==> src/rtl/core/met_pkg.sv <==
// Shared constants and types for the Mandelbrot escape-time colorer.
`timescale 1ns / 1ps
`default_nettype none
package met_pkg;

  localparam int FRAC_BITS = 28;
  localparam int ITER_BITS = 16;
  localparam int IN_W      = 32;
  localparam int WORK_W    = 40;
  localparam int BOUND_W   = 3;
  // A non-escaped z part never exceeds bound << FRAC_BITS, so this covers any multiplier operand
  localparam int MAG_W     = BOUND_W + FRAC_BITS;
  localparam int PROD_W    = 2 * MAG_W;
  localparam int SUM_W     = WORK_W + 2;
  localparam int CHAN_W    = 8;
  localparam int NUM_W     = CHAN_W + ITER_BITS;
  localparam int DIV_CNT_W = $clog2(NUM_W + 1);
  localparam int COLOR_W   = 32;
  localparam int APB_DW    = 32;
  localparam int APB_AW    = 3;

  localparam logic [BOUND_W-1:0]   BOUND_RESET  = BOUND_W'(2);
  localparam logic [ITER_BITS-1:0] NITER_RESET  = ITER_BITS'(5000);
  localparam logic [COLOR_W-1:0]   INSIDE_COLOR = 32'hff00_0000;
  localparam logic [CHAN_W-1:0]    CHAN_MAX     = 8'hff;

  localparam logic signed [WORK_W-1:0] WORK_MAX = {1'b0, {(WORK_W-1){1'b1}}};
  localparam logic signed [WORK_W-1:0] WORK_MIN = {1'b1, {(WORK_W-1){1'b0}}};

  // Register indexes on the configuration port
  localparam logic REG_BOUND = 1'b0;
  localparam logic REG_NITER = 1'b1;

  // One classified point waiting for the iteration engine
  typedef struct packed {
    logic signed [WORK_W-1:0] c_re;
    logic signed [WORK_W-1:0] c_im;
    logic [MAG_W-1:0]         lim;
    logic [ITER_BITS-1:0]     n;
  } met_job_t;

endpackage
`default_nettype wire

==> src/rtl/core/met_queue.sv <==
// Two-entry queue between the front end and the iteration engine.
`timescale 1ns / 1ps
`default_nettype none
module met_queue (
  input  wire logic              clk_i,
  input  wire logic              rst_ni,
  input  wire logic              push_valid_i,
  output logic                   push_ready_o,
  input  wire met_pkg::met_job_t push_data_i,
  output logic                   pop_valid_o,
  input  wire logic              pop_ready_i,
  output met_pkg::met_job_t      pop_data_o
);

  met_pkg::met_job_t entry_q [2];
  logic              wr_ptr_q, rd_ptr_q;
  logic [1:0]        cnt_q;
  logic              do_push, do_pop;

  assign push_ready_o = (cnt_q != 2'd2);
  assign pop_valid_o  = (cnt_q != 2'd0);
  assign pop_data_o   = entry_q[rd_ptr_q];
  assign do_push      = push_valid_i && push_ready_o;
  assign do_pop       = pop_valid_o && pop_ready_i;

  // Advance pointers and fill count
  always_ff @(posedge clk_i or negedge rst_ni) begin
    if (!rst_ni) begin
      wr_ptr_q <= 1'b0;
      rd_ptr_q <= 1'b0;
      cnt_q    <= 2'd0;
    end else begin
      if (do_push) wr_ptr_q <= !wr_ptr_q;
      if (do_pop)  rd_ptr_q <= !rd_ptr_q;
      if (do_push && !do_pop)      cnt_q <= cnt_q + 2'd1;
      else if (do_pop && !do_push) cnt_q <= cnt_q - 2'd1;
    end
  end

  // Store the pushed word
  always_ff @(posedge clk_i) begin
    if (do_push) entry_q[wr_ptr_q] <= push_data_i;
  end

endmodule
`default_nettype wire

==> config.mk <==
export PLATFORM = sky130hd
export DESIGN_NAME = met_queue
export DESIGN_NICKNAME = d
export VERILOG_FILES = /design/src/rtl/core/met_pkg.sv /design/src/rtl/core/met_queue.sv
export SDC_FILE = /design/constraint.sdc
export NUM_CORES = 1
export LEC_CHECK = 0
export BUFFER_PORTS_ARGS = -buffer_cell sky130_fd_sc_hd__buf_2
export CORE_MARGIN = 2
export CORE_UTILIZATION = 52
export DETAILED_ROUTE_END_ITERATION = 10
export GPL_TIMING_DRIVEN = 1
export PLACE_DENSITY = 0.82
export REMOVE_ABC_BUFFERS = 1
export SLEW_MARGIN = 10
export SYNTH_ARGS = -nofsm -noshare
export SYNTH_HDL_FRONTEND = slang
export SYNTH_SLANG_ARGS = --single-unit
==> constraint.sdc <==
create_clock -name clk_i -period 16.8 [get_ports clk_i]
set_input_delay 0.84 -clock clk_i [delete_from_list [all_inputs] [get_ports clk_i]]
set_output_delay 0.84 -clock clk_i [all_outputs]
set_load 0.02 [all_outputs]
==> out/qor.txt, run 1 <==
Slowest-stage cell, CP = dfrtp_4
Clock Skews = 16.9 ps
mapped cell area = 9430 um2
# port buffers = 259
commonest cells in the synthesized netlist = 254 x edfxtp_1, 127 x mux2_2, 10 x clkbuf_8
power share of the clock group = 0.249
sw frac = 0.317
Crit. End Element = output pin
Core Footprint = 17900 um2
layout net count = 821
Critical Path Fanout Max = 69
Worst VDD drop = 0.000134 V
Seq pwr share = 0.440
cells along the critical path = buf_4, mux2_2, buf_2
fillers = 1233
outcome = finished, final reports clean
minimum clock period = 3750 ps
total gr overflow = 0
Yosys top cell area share = 0.808
Syn Inst Count = 413
Synth area leader = edfxtp_1
Max Cap Viol = 0
Rows = 49
CP Class = flop to output pin
Final Hold Fails = 0
vias in the first global route = 5165
M1 wire length = 6670 um
final setup TNS = 0 ps
chip height = 139 um
Initial Util = 0.527
P_sw = 0.678 mW
CTS tree = yes
cts repair resizes = 0
Mean Syn Cell Area = 22.8 um2
Slowest Stage Delay on Critical Path = 910 ps
CTS sink cnt = 258
post-CTS setup buffer count = 0
Top-Level Pins = 260
Max Slew Vio Count = 0
Reg-to-Reg Start = cnt_q[0]
P_leak = 4.37 nW
ys async rst share = 0.0155
Tot GR Track Use = 0.175
post-route antenna net violation count = 0
initial antenna violation count = 1
final setup margin = 13050 ps
Setup WS pre-CTS = 13530 ps
WL met2 = 8900 um
htree depth = 1
DRC Markers = 0
First DRT Iteration DRCs = 266
hold_buf cts = 0
final setup fails = 0
Rel. slew slack = 0.383
Yosys cell types = 14
cts bufs inserted = 25
Slew @ Worst Pin = 926 ps
clock latency on the worst-skew pair = 510 ps
Max Buffers Root-to-Sink = 3
Via density = 5.10
drt wl/cell = 18.6 um
first-pass GRT wire length = 26800 um
CTS clock-pin slew for the worst setup and hold paths = 60 ps
Comb pwr share = 0.311
post-synthesis sequential area ratio = 0.819
Yosys warning count = 0
Power per Cell Area = 183 nW/um2
most common cell in the synthesized netlist = edfxtp_1
die width = 139 um
RSZ-0062 raised after global routing = no
r2r setup slk = 14210 ps
Area growth, synth to finish = 23.7%
Top Layer Used = met4
die area = 19200 um2
HPWL after DPL = 11400 um
Main synth FF type = edfxtp_1
Min-Delay Path Class = input pin to async pin
WL final = 17400 um
Clock Tree Root = clkbuf_16
Worst EP required = 15960 ps
WL met3 = 1420 um
Initial DRT Pass Iterations = 4
crit path DAT = 2910 ps
startpoint class of the critical path = flop
R2R cell count = 3
fin crit share = 0.223
largest net degree at the start of global routing = 70
max frequency = 267 MHz
total number of vias = 4783
#FFs+latches synth = 258
largest cells by area after synthesis = edfxtp_1 81%, mux2_2 15%, clkbuf_8 1.5%, dfrtp_1 1.1%, buf_6 0.48%
EDFF count, synth = 254
Internal = 1.46 mW
share of layout cells above drive strength 1 = 0.601
GPL Wtd Cong = 0.745
Reg-to-Reg End = entry_q[1][6]
[cell usage in the layout (no fill, tap or decap), types with 2 or more instances in the layout]
master and count:
dfrtp_1 3, mux2_2 127, clkinv_1 6, buf_2 259
nand2_1 2, bufinv_16 3, edfxtp_1 254, buf_4 4
clkbuf_1 8, clkbuf_16 25, xor2_1 2, xnor2_1 3
[flip-flops by register name, summed over array words and instances (netlist names)]
name and flops:
cnt_q 2, entry_q 254, rd_ptr_q 1, wr_ptr_q 1
[cell families (layout without fill, tap and decap cells)]
group                    Yosys count  in the layout  share of synthesized area
flip-flops                       258            258                      0.819
multiplexers                     127            127                      0.152
buffers and inverters             15            309                     0.0198
AND/OR/NAND/NOR                    7              7                    0.00358
XOR/XNOR                           5              5                    0.00464
adder cells (fa/ha/maj)            1              1                    0.00133
other                              0              1                          0
[layout make-up]
type                    count  area, um2  share of cell area
flip-flops and latches    258       7730               0.662
multi-input cells         140       1530               0.131
repair buffers            263       1330               0.114
clock buffers              33        656              0.0562
well taps                 229        287              0.0245
clock inverters            12        134              0.0115
inverters                   1       3.75            0.000322
diodes                      1       2.50            0.000214
[worst max-delay path, delay by kind of cell (launching register included)]
kind | cells | cell delay [ps]
DFF | 1 | 910
buffers and inverters | 2 | 960
muxes | 1 | 430
[through the flow]
stage | instance area (um2) | std cells | utilization | power (mW) | hold WS, ps
after floorplan | 9250 | 399 | - | 1.43 | 456
after global placement | 10900 | 891 | 0.608 | 1.60 | 471
after detailed placement | 10900 | 891 | 0.608 | 1.63 | 499
after CTS | 11700 | 936 | 0.652 | 2.17 | 104
after global routing | 11700 | 936 | 0.652 | 2.24 | 110
final | 11700 | 937 | 0.652 | 2.14 | 135
[routing by layer]
layer	track usage	up-vias
li1	-	2192
met1	0.205	2362
met2	0.307	193
met3	0.0577	36
met4	0.0548	0
met5	0	-
[power groups by stage]
stage / Sequential, mW / Clock, mW / Combinational (mW)
detailed placement: 0.957 / 0 / 0.670
floorplan: 0.979 / 0 / 0.451
global placement: 0.946 / 0 / 0.656
CTS: 0.945 / 0.549 / 0.673
global route: 0.957 / 0.574 / 0.706
finish: 0.943 / 0.534 / 0.665
[how the worst max path moves through the flow]
stage	from	to	depth (start not counted)
global placement	rd_ptr_q	pop_data_o[109]	3
detailed placement	rd_ptr_q	pop_data_o[113]	3
floorplan	push_valid_i	entry_q[0][0]	2
global route	rd_ptr_q	pop_data_o[30]	3
CTS	rd_ptr_q	pop_data_o[113]	3
finish	rd_ptr_q	pop_data_o[88]	3
No activity file was read; power rests on OpenSTA's default activity.
==> run 2, diff against run 1 <==
CORE_UTILIZATION = 47   (was 52)
PLACE_DENSITY = 0.79   (was 0.82)
clock period = 3.3 ns   (was 16.8 ns; I/O delays follow)
==> out/qor.txt, run 2 (synthesis gave the netlist of run 1 again) <==
outcome = finished, final reports clean
Core Footprint = 19600 um2
cells along the critical path = buf_4, mux2_2, buf_2
RSZ-0062 raised after global routing = no
Crit. End Element = output pin
post-layout util = 0.668
startpoint class of the critical path = flop
power share of the clock group = 0.244
total number of vias = 5430
P_sw = 3.63 mW
CTS tree = yes
Hold Path Sink = wr_ptr_q
# port buffers = 259
initial antenna violation count = 1
CTS clock-pin slew for the worst setup and hold paths = 60 ps
fin crit share = 0.784
die area = 21200 um2
Seq pwr share = 0.431
Max Buffers Root-to-Sink = 3
post-route antenna net violation count = 0
GPL Wtd Cong = 0.755
chip height = 146 um
Critical Path Fanout Max = 58
Via density = 4.91
Tot GR Track Use = 0.188
Crit path buffers/inverters = 2
Slowest Stage Delay on Critical Path = 930 ps
Initial DRT Pass Iterations = 4
R2R cell count = 3
fillers = 1284
number of cells after detailed placement = 930
Internal = 7.54 mW
largest net degree at the start of global routing = 67
HPWL after DPL = 12000 um
Clock Skews = 8.37 ps
Initial Util = 0.482
Slew @ Worst Pin = 891 ps
fin cells = 1107
max FFs per register = 254
commonest non-fill, non-tap cell in the layout = buf_2
commonest non-fill, non-tap cells in the layout = 259 x buf_2, 254 x edfxtp_1, 130 x dlygate4sd3_1
Power per Cell Area = 854 nW/um2
die width = 146 um
sw frac = 0.325
Min Hold Slack = 52.7 ps
post-CTS setup buffer count = 0
design area = 13100 um2
Multi-input gate area = 1530 um2
Power, Total = 11.2 mW
hold_buf cts = 130
P_leak = 4.96 nW
first-pass GRT wire length = 31600 um
CTS sink cnt = 258
cell depth of the worst hold path = 3
final setup TNS = 0 ps
clock latency on the worst-skew pair = 510 ps
cts repair resizes = 0
Max Cap Viol = 0
Area after DPL = 11000 um2
Top-Level Pins = 260
delay-heaviest family, CP = flip-flops
cts bufs inserted = 26
Reg area = 7730 um2
minimum clock period = 2590 ps
worst hold start = push_valid_i
drt wl/cell = 18.2 um
Setup WS pre-CTS = 1230 ps
Top reg by flops = entry_q
final setup margin = 713 ps
WL final = 20200 um
total gr overflow = 0
First DRT Iteration DRCs = 261
Rel. slew slack = 0.406
Area growth, synth to finish = 38.7%
Final Hold Fails = 0
Worst EP required = 3130 ps
Worst VDD drop = 0.000553 V
Slowest-stage cell, CP = dfrtp_4
max frequency = 387 MHz
CP Class = flop to output pin
Reg-to-Reg Start = cnt_q[0]
r2r setup slk = 1290 ps
vias in the first global route = 6100
layout net count = 955
crit path DAT = 2420 ps
Rows = 51
share of layout cells above drive strength 1 = 0.520
Max Slew Vio Count = 0
Comb pwr share = 0.325
final setup fails = 0
htree depth = 1
Clock Tree Root = clkbuf_16
Top Registers = entry_q (254), cnt_q (2)
Reg-to-Reg End = entry_q[1][5]
DRC Markers = 0
Min-Delay Path Class = input pin to flop
run 2: changes by cell type in the layout (fill, tap and decap cells not counted):
cell and change:
buf_12 +3, bufinv_16 -2, clkbuf_1 -4, clkbuf_16 +2, clkinv_1 -4, clkinv_2 +9, clkinvlp_4 +1, dlygate4sd3_1 +130
inv_6 -1
run 2: final cells by class:
type / count / share of cell area
multi-input combinational: 140 / 0.117
sequential: 258 / 0.591
inverter: 1 / 0.000287
clock buffer: 31 / 0.0528
tap: 265 / 0.0253
timing repair buffer: 396 / 0.205
clock inverter: 15 / 0.00784
antenna: 1 / 0.000191
run 2: worst max path at each step:
stage                  start               to  slack (ps)  cells after the start
floorplan           cnt_q[0]    entry_q[0][0]       -3390                      3
global placement    rd_ptr_q  pop_data_o[119]        1310                      3
finish              rd_ptr_q   pop_data_o[83]         710                      3
global route        rd_ptr_q   pop_data_o[83]         610                      3
detailed placement  rd_ptr_q   pop_data_o[93]        1230                      3
CTS                 rd_ptr_q   pop_data_o[83]         690                      3
run 2: routing by layer:
metal  up-vias  GRT usage  routed length, um
met1      2700      0.209               7430
met4         0     0.0583                556
li1       2478          -                  -
met5         -          0                  0
met2       206      0.357              11000
met3        46     0.0392               1180
run 2: power by group through the flow:
stage	combinational, mW	sequential, mW	clock [mW]
after floorplan	2.30	4.99	0
after global placement	3.44	4.82	0
after detailed placement	3.50	4.88	0
after CTS	3.64	4.82	2.77
after global routing	3.85	4.90	2.89
final	3.63	4.81	2.72
run 2: worst register-to-register path: cells and delay by family (launching register included):
kind / cells / cell delay, ps
buffers and inverters: 1 / 390
and+or+nand+nor: 2 / 770
DFF: 1 / 410
