==> src/rtl/core/met_pkg.sv <==
// Shared constants and types for the Mandelbrot escape-time colorer.
`timescale 1ns / 1ps
`default_nettype none
package met_pkg;

  localparam int FRAC_BITS = 28;
  localparam int ITER_BITS = 16;
  localparam int IN_W      = 32;
  localparam int WORK_W    = 40;
  localparam int BOUND_W   = 3;
  // A non-escaped z part never exceeds bound << FRAC_BITS, so this covers any multiplier operand
  localparam int MAG_W     = BOUND_W + FRAC_BITS;
  localparam int PROD_W    = 2 * MAG_W;
  localparam int SUM_W     = WORK_W + 2;
  localparam int CHAN_W    = 8;
  localparam int NUM_W     = CHAN_W + ITER_BITS;
  localparam int DIV_CNT_W = $clog2(NUM_W + 1);
  localparam int COLOR_W   = 32;
  localparam int APB_DW    = 32;
  localparam int APB_AW    = 3;

  localparam logic [BOUND_W-1:0]   BOUND_RESET  = BOUND_W'(2);
  localparam logic [ITER_BITS-1:0] NITER_RESET  = ITER_BITS'(5000);
  localparam logic [COLOR_W-1:0]   INSIDE_COLOR = 32'hff00_0000;
  localparam logic [CHAN_W-1:0]    CHAN_MAX     = 8'hff;

  localparam logic signed [WORK_W-1:0] WORK_MAX = {1'b0, {(WORK_W-1){1'b1}}};
  localparam logic signed [WORK_W-1:0] WORK_MIN = {1'b1, {(WORK_W-1){1'b0}}};

  // Register indexes on the configuration port
  localparam logic REG_BOUND = 1'b0;
  localparam logic REG_NITER = 1'b1;

  // One classified point waiting for the iteration engine
  typedef struct packed {
    logic signed [WORK_W-1:0] c_re;
    logic signed [WORK_W-1:0] c_im;
    logic [MAG_W-1:0]         lim;
    logic [ITER_BITS-1:0]     n;
  } met_job_t;

endpackage
`default_nettype wire

==> src/rtl/core/met_if.sv <==
// Valid/ready channel interfaces for points in and colored results out.
`timescale 1ns / 1ps
`default_nettype none
interface met_in_if;
  logic                            valid;
  logic                            ready;
  logic signed [met_pkg::IN_W-1:0] c_real;
  logic signed [met_pkg::IN_W-1:0] c_imag;
  modport source (output valid, output c_real, output c_imag, input ready);
  modport sink (input valid, input c_real, input c_imag, output ready);
endinterface

`default_nettype wire

==> src/rtl/core/met_front.sv <==
// Front end: accepts points, converts c to working format and snapshots the limits.
`timescale 1ns / 1ps
`default_nettype none
module met_front (
  input  wire logic                            clk_i,
  input  wire logic                            rst_ni,
  met_in_if.sink                               in_if,
  input  wire logic [met_pkg::BOUND_W-1:0]     bound_i,
  input  wire logic [met_pkg::ITER_BITS-1:0]   niter_i,
  output logic                                 job_valid_o,
  input  wire logic                            job_ready_i,
  output met_pkg::met_job_t                    job_o
);

  logic              hold_q;
  met_pkg::met_job_t job_q, job_d;

  assign in_if.ready = !hold_q || job_ready_i;
  assign job_valid_o = hold_q;
  assign job_o       = job_q;

  // Sign-extend c (input and working formats share the fraction width), scale the bound
  always_comb begin
    job_d.c_re = met_pkg::WORK_W'(in_if.c_real);
    job_d.c_im = met_pkg::WORK_W'(in_if.c_imag);
    job_d.lim  = {bound_i, {met_pkg::FRAC_BITS{1'b0}}};
    job_d.n    = niter_i;
  end

  // Hold one word until the queue takes it
  always_ff @(posedge clk_i or negedge rst_ni) begin
    if (!rst_ni) begin
      hold_q <= 1'b0;
      job_q  <= '0;
    end else begin
      if (in_if.valid && in_if.ready) begin
        hold_q <= 1'b1;
        job_q  <= job_d;
      end else if (job_ready_i) begin
        hold_q <= 1'b0;
      end
    end
  end

endmodule
`default_nettype wire

==> src/flat_wrapper.sv <==
// flat-port wrapper written by rule: the top's interface ports become plain ports
module met_front_flat 
  (clk_i, rst_ni, bound_i, niter_i, job_valid_o, job_ready_i, job_o, in_if_valid, in_if_c_real, in_if_c_imag, in_if_ready);
  met_in_if in_if_i ();
  input  wire logic clk_i;
  input  wire logic rst_ni;
  input  wire logic [met_pkg::BOUND_W-1:0] bound_i;
  input  wire logic [met_pkg::ITER_BITS-1:0] niter_i;
  output logic job_valid_o;
  input  wire logic job_ready_i;
  output met_pkg::met_job_t job_o;
  input wire logic [$bits(in_if_i.valid)-1:0] in_if_valid;
  input wire logic [$bits(in_if_i.c_real)-1:0] in_if_c_real;
  input wire logic [$bits(in_if_i.c_imag)-1:0] in_if_c_imag;
  output wire logic [$bits(in_if_i.ready)-1:0] in_if_ready;
  assign in_if_i.valid = in_if_valid;
  assign in_if_i.c_real = in_if_c_real;
  assign in_if_i.c_imag = in_if_c_imag;
  assign in_if_ready = in_if_i.ready;
  met_front u_core (.clk_i(clk_i), .rst_ni(rst_ni), .in_if(in_if_i), .bound_i(bound_i), .niter_i(niter_i), .job_valid_o(job_valid_o), .job_ready_i(job_ready_i), .job_o(job_o));
endmodule
==> config.mk <==
export PLATFORM = sky130hd
export DESIGN_NAME = met_front_flat
export DESIGN_NICKNAME = d
export VERILOG_FILES = /design/src/rtl/core/met_pkg.sv /design/src/rtl/core/met_if.sv /design/src/rtl/core/met_front.sv /design/src/flat_wrapper.sv
export SDC_FILE = /design/constraint.sdc
export NUM_CORES = 1
export LEC_CHECK = 0
export BUFFER_PORTS_ARGS = -buffer_cell sky130_fd_sc_hd__buf_2
export CORE_MARGIN = 10
export CORE_UTILIZATION = 40
export DETAILED_ROUTE_END_ITERATION = 12
export GPL_TIMING_DRIVEN = 0
export PLACE_DENSITY_LB_ADDON = 0.25
export SLEW_MARGIN = 20
export SYNTH_ARGS = -nofsm -noshare
export SYNTH_HDL_FRONTEND = slang
export SYNTH_SLANG_ARGS = --single-unit
==> constraint.sdc <==
create_clock -name clk_i -period 1.44 [get_ports clk_i]
set_input_delay 0.288 -clock clk_i [delete_from_list [all_inputs] [get_ports clk_i]]
set_output_delay 0.288 -clock clk_i [all_outputs]
set_load 0.01 [all_outputs]
==> results of run 1 <==
## how the worst max path moves through the flow
stage                             from                to  cells after the start
finish                u_core.job_o[78]         job_o[84]                      2
global route          u_core.job_o[78]         job_o[81]                      2
CTS                   u_core.job_o[78]         job_o[84]                      2
detailed placement         job_ready_i  u_core.job_o[52]                      6
global placement                rst_ni  u_core.job_o[66]                      1
floorplan           u_core.job_valid_o   u_core.job_o[0]                      5
## worst max-delay path, delay by kind of cell (launching register included)
family	cells	cell delay [ns]
buf+inv	2	0.29
flops	1	0.48
## per-layer routing
| metal | track usage | vias to the layer above |
|---|---|---|
| li1 | - | 1135 |
| met1 | 0.140 | 1167 |
| met2 | 0.233 | 129 |
| met3 | 0.0815 | 13 |
| met4 | 0.0541 | 0 |
| met5 | 0 | - |
## where the power goes
part	internal, µW	switching (µW)	leakage (µW)
logic	1020	733	0.00183
registers	2700	203	0.000980
clock network	1250	809	0.000127
total	4970	1740	0.00294
## area by class of cell
| cell class | count | area [µm²] | share of cell area |
|---|---|---|---|
| well taps | 129 | 161 | 0.0304 |
| plain buffers | 53 | 495 | 0.0932 |
| clock buffers | 12 | 155 | 0.0292 |
| clock inverters | 4 | 95.1 | 0.0179 |
| repair buffers | 189 | 968 | 0.182 |
| flip-flops and latches | 84 | 2100 | 0.396 |
| multi-input cells | 114 | 1330 | 0.251 |
## cells by family (layout without fill, tap and decap cells)
kind of cell           after synthesis  in the layout  synth area share
buffers and inverters               53            258             0.129
flip-flops                          84             84             0.549
AND/OR/NAND/NOR                      3              3           0.00817
other                                1             28          0.000979
multiplexers                        83             83             0.313
## Yosys cell counts, drive strengths merged
master,instances,share of area
buf,53,0.13
conb,1,0.00098
dfrtp,84,0.55
mux2,83,0.31
nand2,1,0.0029
nand2b,2,0.0052
## flip-flops by register name (all words and copies together), names as in the netlist
| register | count |
|---|---|
| u_core.job_o | 83 |
| u_core.job_valid_o | 1 |
## per-stage QoR
stage                     utilization  hold WS [ns]
after floorplan                     -      -0.00759
after global placement          0.542         0.484
after detailed placement        0.544         0.350
after CTS                       0.572         0.144
after global routing            0.572         0.143
final                           0.572         0.164
## repair_timing
item,CTS,global route
gates resized for setup,2,0
endpoints found under the setup margin,9,3
hold buffers,1,0
hold endpoints to repair,48,0
gates cloned,0,0
==> impl_metrics.toml, run 1 <==
[timing]
max_freq_mhz = 722
fin_skew_ns = 0.0128
report.final.slew_viol_count = 0
slew_headroom = 0.591
timing.final.crit_share = 0.962
setup_violations = 0
worst_pin_slew_ns = 0.613
fin_ws_ns = 0.0543
rsz0062_at_grt = "yes"
tns_ns = 0
min_period_ns = 1.39
hold_violations = 0

[routing]
wl_per_cell_um = 16.6
detailedRoute.firstPassIterationCount = 4
dr_wl_met2_um = 4720
ant_nets = 0
drc_errors = 0
met1Wirelength_um = 3600
wl_met3_um = 1220
detail_route.iter0.violations = 47
top_layer_used = "met4"
finalWirelength_um = 9710
detail_route.vias_per_cell = 4.18
vias = 2444

[global_route]
grt_pass1_vias = 2859
antenna_found_initial = 0
grt_pass1_wl_um = 15500
grt_max_degree = 50
grt.total_usage = 0.139
overflow = 0

[setup_path]
crit_type = "reg2out"
slowest_delay_ns = 0.48
r2r_cells = 5
path_max_fanout = 10
regToRegSetupSlack_ns = 0.14
critPathArrivalTime_ns = 1.10
r2r_start = "u_core.job_valid_o"
crit_required_ns = 1.15
end_kind = "output port"
worstReg2RegEnd = "u_core.job_o[112]"
crit_chain = "buf_4, buf_2"
cp_slowest_cell = "dfrtp_2"
critPathLaunchType = "flip-flop"

[final_layout]
mostFrequentLayoutCells = "187 x buf_2, 82 x dfrtp_1, 70 x mux2_4"
mostFrequentLayoutCell = "buf_2"
fill_cells = 817
antenna_cells = 0
synthToLayoutAreaGrowth_pct = 38.7
layout.cells.non_filler = 585
drive_gt1_frac = 0.752
fin_area_um2 = 5310
nets = 538

[cts]
cts_tree = "built"
clk_pin_slew_ns = 0.09
cts_root_buffer = "clkbuf_8"
clock_path_buffers = 2
clkLatencyLatePin_ns = 0.34
clock_sinks = 84
cts_buffers = 9
cts_setup_buffers = 0
htree_num_levels = 3

[placed_design]
io_buffers = 187
gp_congestion = 0.720
placed_cell_area_um2 = 5050
placedCellCount = 568
dpl_worst_slack_ns = 0.0640
dp_hpwl_um = 7820

[min_path]
hold_start = "in_if_c_real[3]"
hold_depth = 2
worstHoldPathType = "in2reg"
holdPathEnd = "u_core.job_o[90]"

[flow_run]
cap_violations = 0

[floorplanning]
core.rowCount = 35
die_area_um2 = 13900
die_h_um = 118
initial_core_util = 0.413
fp.coreArea_um2 = 9280
die_w_um = 118
pin_count = 216

[yosys]
syn_avg_cell_area_um2 = 17.1
synthCells = 224
synth_cell_types = 10
ys_ff_latch = 84
synth_area_um2 = 3830
ys.warnings.count = 0
ys_seq_area_frac = 0.549

[pwr]
leakagePower_uw = 0.00294
powerDensity_nw_per_um2 = 1260
peakVddDrop_uv = 607
total_power_uw = 6710

[status]
status = "finished clean"
(Power assumes the default switching activity.)
==> run 2, diff against run 1 <==
CELL_PAD_IN_SITES_DETAIL_PLACEMENT = 0   (was default)
CELL_PAD_IN_SITES_GLOBAL_PLACEMENT = 1   (was default)
CORE_MARGIN = default   (was 10)
CORE_UTILIZATION = 34   (was 40)
TNS_END_PERCENT = 1   (was default)
==> run 2 against run 1 <==
  * Critical path depth unchanged
  * Total power down 5.9%
  * Sequential power about the same
  * Non-clock buffer count unchanged
  * Critical path type unchanged
==> impl_metrics.toml, run 2 (synthesis gave the netlist of run 1 again) <==
[floorplanning]
fp.coreArea_um2 = 10900
die_w_um = 108
die_h_um = 108
die_area_um2 = 11700
initial_core_util = 0.352
core.rowCount = 38
pin_count = 216

[routing]
dr_wl_met2_um = 3620
detailedRoute.firstPassIterationCount = 4
detail_route.iter0.violations = 54
finalWirelength_um = 7830
wl_per_cell_um = 13.1
detail_route.vias_per_cell = 4.02
ant_nets = 0
drc_errors = 0
wl_met3_um = 701
vias = 2396
top_layer_used = "met4"
met1Wirelength_um = 3320

[global_route]
grt_max_degree = 50
antenna_found_initial = 0
grt_pass1_vias = 2310
grt_pass1_wl_um = 11800
grt.total_usage = 0.136
overflow = 0

[placed_design]
dp_hpwl_um = 5860
placedCellCount = 579
io_buffers = 187
gp_congestion = 0.675

[setup_path]
path_max_fanout = 10
critPathArrivalTime_ns = 1.09
crit_required_ns = 1.15
worstReg2RegEnd = "u_core.job_o[1]"
cp_slowest_cell = "dfrtp_2"
crit_chain = "buf_4, buf_2"
end_kind = "output port"
critPathLaunchType = "flip-flop"
critPathBufInv = 2
regToRegSetupSlack_ns = 0.10
critical-path-top-delay-family = "flip-flops"
slowest_delay_ns = 0.47
crit_type = "reg2out"
r2r_cells = 5
r2r_start = "u_core.job_valid_o"

[pwr]
total_power_uw = 6320
leakagePower_uw = 0.00291
powerDensity_nw_per_um2 = 1190
peakVddDrop_uv = 496

[timing]
min_period_ns = 1.38
max_freq_mhz = 724
fin_skew_ns = 0.0122
hold_violations = 0
rsz0062_at_grt = "yes"
timing.final.crit_share = 0.959
setup_violations = 0
report.final.slew_viol_count = 0
tns_ns = 0
holdWs_ns = 0.160

[min_path]
hold_depth = 2
hold_start = "in_if_c_imag[9]"
worstHoldPathType = "in2reg"
holdPathEnd = "u_core.job_o[56]"

[final_layout]
nets = 538
multiInputGateArea_um2 = 1330
drive_gt1_frac = 0.752
mostFrequentLayoutCells = "187 x buf_2, 82 x dfrtp_1, 70 x mux2_4"
utilization = 0.486
synthToLayoutAreaGrowth_pct = 38.1
largest_reg_flops = 83
layout.cells.non_filler = 596
fill_cells = 1016
antenna_cells = 0
mostFrequentLayoutCell = "buf_2"
regArea_um2 = 2100

[cts]
cts_tree = "built"
clk_pin_slew_ns = 0.09
clkLatencyLatePin_ns = 0.35
cts_setup_buffers = 0
htree_num_levels = 3
cts_root_buffer = "clkbuf_8"
clock_path_buffers = 2
cts_buffers = 9
clock_sinks = 84

[flow_run]
cap_violations = 0

[status]
status = "finished clean"
-- run 2: cell types whose count changed in the layout (fill, tap and decap cells not counted) --
cell / before / now
buf_12: 9 / 8
buf_16: 0 / 1
bufinv_16: 3 / 1
clkbuf_8: 11 / 10
clkinv_2: 1 / 0
clkinv_4: 0 / 1
clkinvlp_4: 0 / 3
-- run 2: through the flow --
step | setup WS [ns] | area, µm²
after floorplan | 0.145 | 3930
after global placement | -0.664 | 5040
after detailed placement | 0.0471 | 5070
after CTS | 0.0211 | 5290
after global routing | -0.00470 | 5290
final | 0.0593 | 5290
-- run 2: repair_timing --
item | in CTS | in global routing
endpoints found under the setup margin | 11 | 3
endpoints found under the hold margin | 35 | 0
resized for setup | 2 | 0
hold buffers | 1 | 0
-- run 2: area by class of cell --
type                            instances  area share
Clock buffer                           11      0.0267
Tap cell                              140      0.0331
Clock inverter                          5      0.0116
Buffer                                 53      0.0937
Timing Repair Buffer                  189       0.185
Sequential cell                        84       0.398
Multi-Input combinational cell        114       0.252
-- run 2: worst max path at each step --
| stage | cells after the start | slack, ns | to | from |
|---|---|---|---|---|
| 6_report | 2 | 0.06 | job_o[124] | u_core.job_o[118] |
| 5_1_grt | 2 | -0.005 | job_o[85] | u_core.job_o[78] |
| 4_1_cts | 2 | 0.02 | job_o[124] | u_core.job_o[118] |
| 3_5_place_dp | 6 | 0.05 | u_core.job_o[92] | job_ready_i |
| 3_3_place_gp | 1 | -0.66 | u_core.job_o[76] | rst_ni |
| 2_1_floorplan | 5 | 0.14 | u_core.job_o[0] | u_core.job_valid_o |
-- run 2: where the power goes --
group          switching [µW]  total (µW)  leakage, µW  internal [µW]
Clock                     852        1700    0.0000918            852
Combinational             693        1710      0.00184           1020
Sequential                196        2900     0.000980           2700
-- run 2: layer usage --
layer | GRT usage | vias up
met5 | 0 | -
met4 | 0.0753 | 0
met3 | 0.0422 | 13
met2 | 0.210 | 122
met1 | 0.170 | 1114
li1 | - | 1147
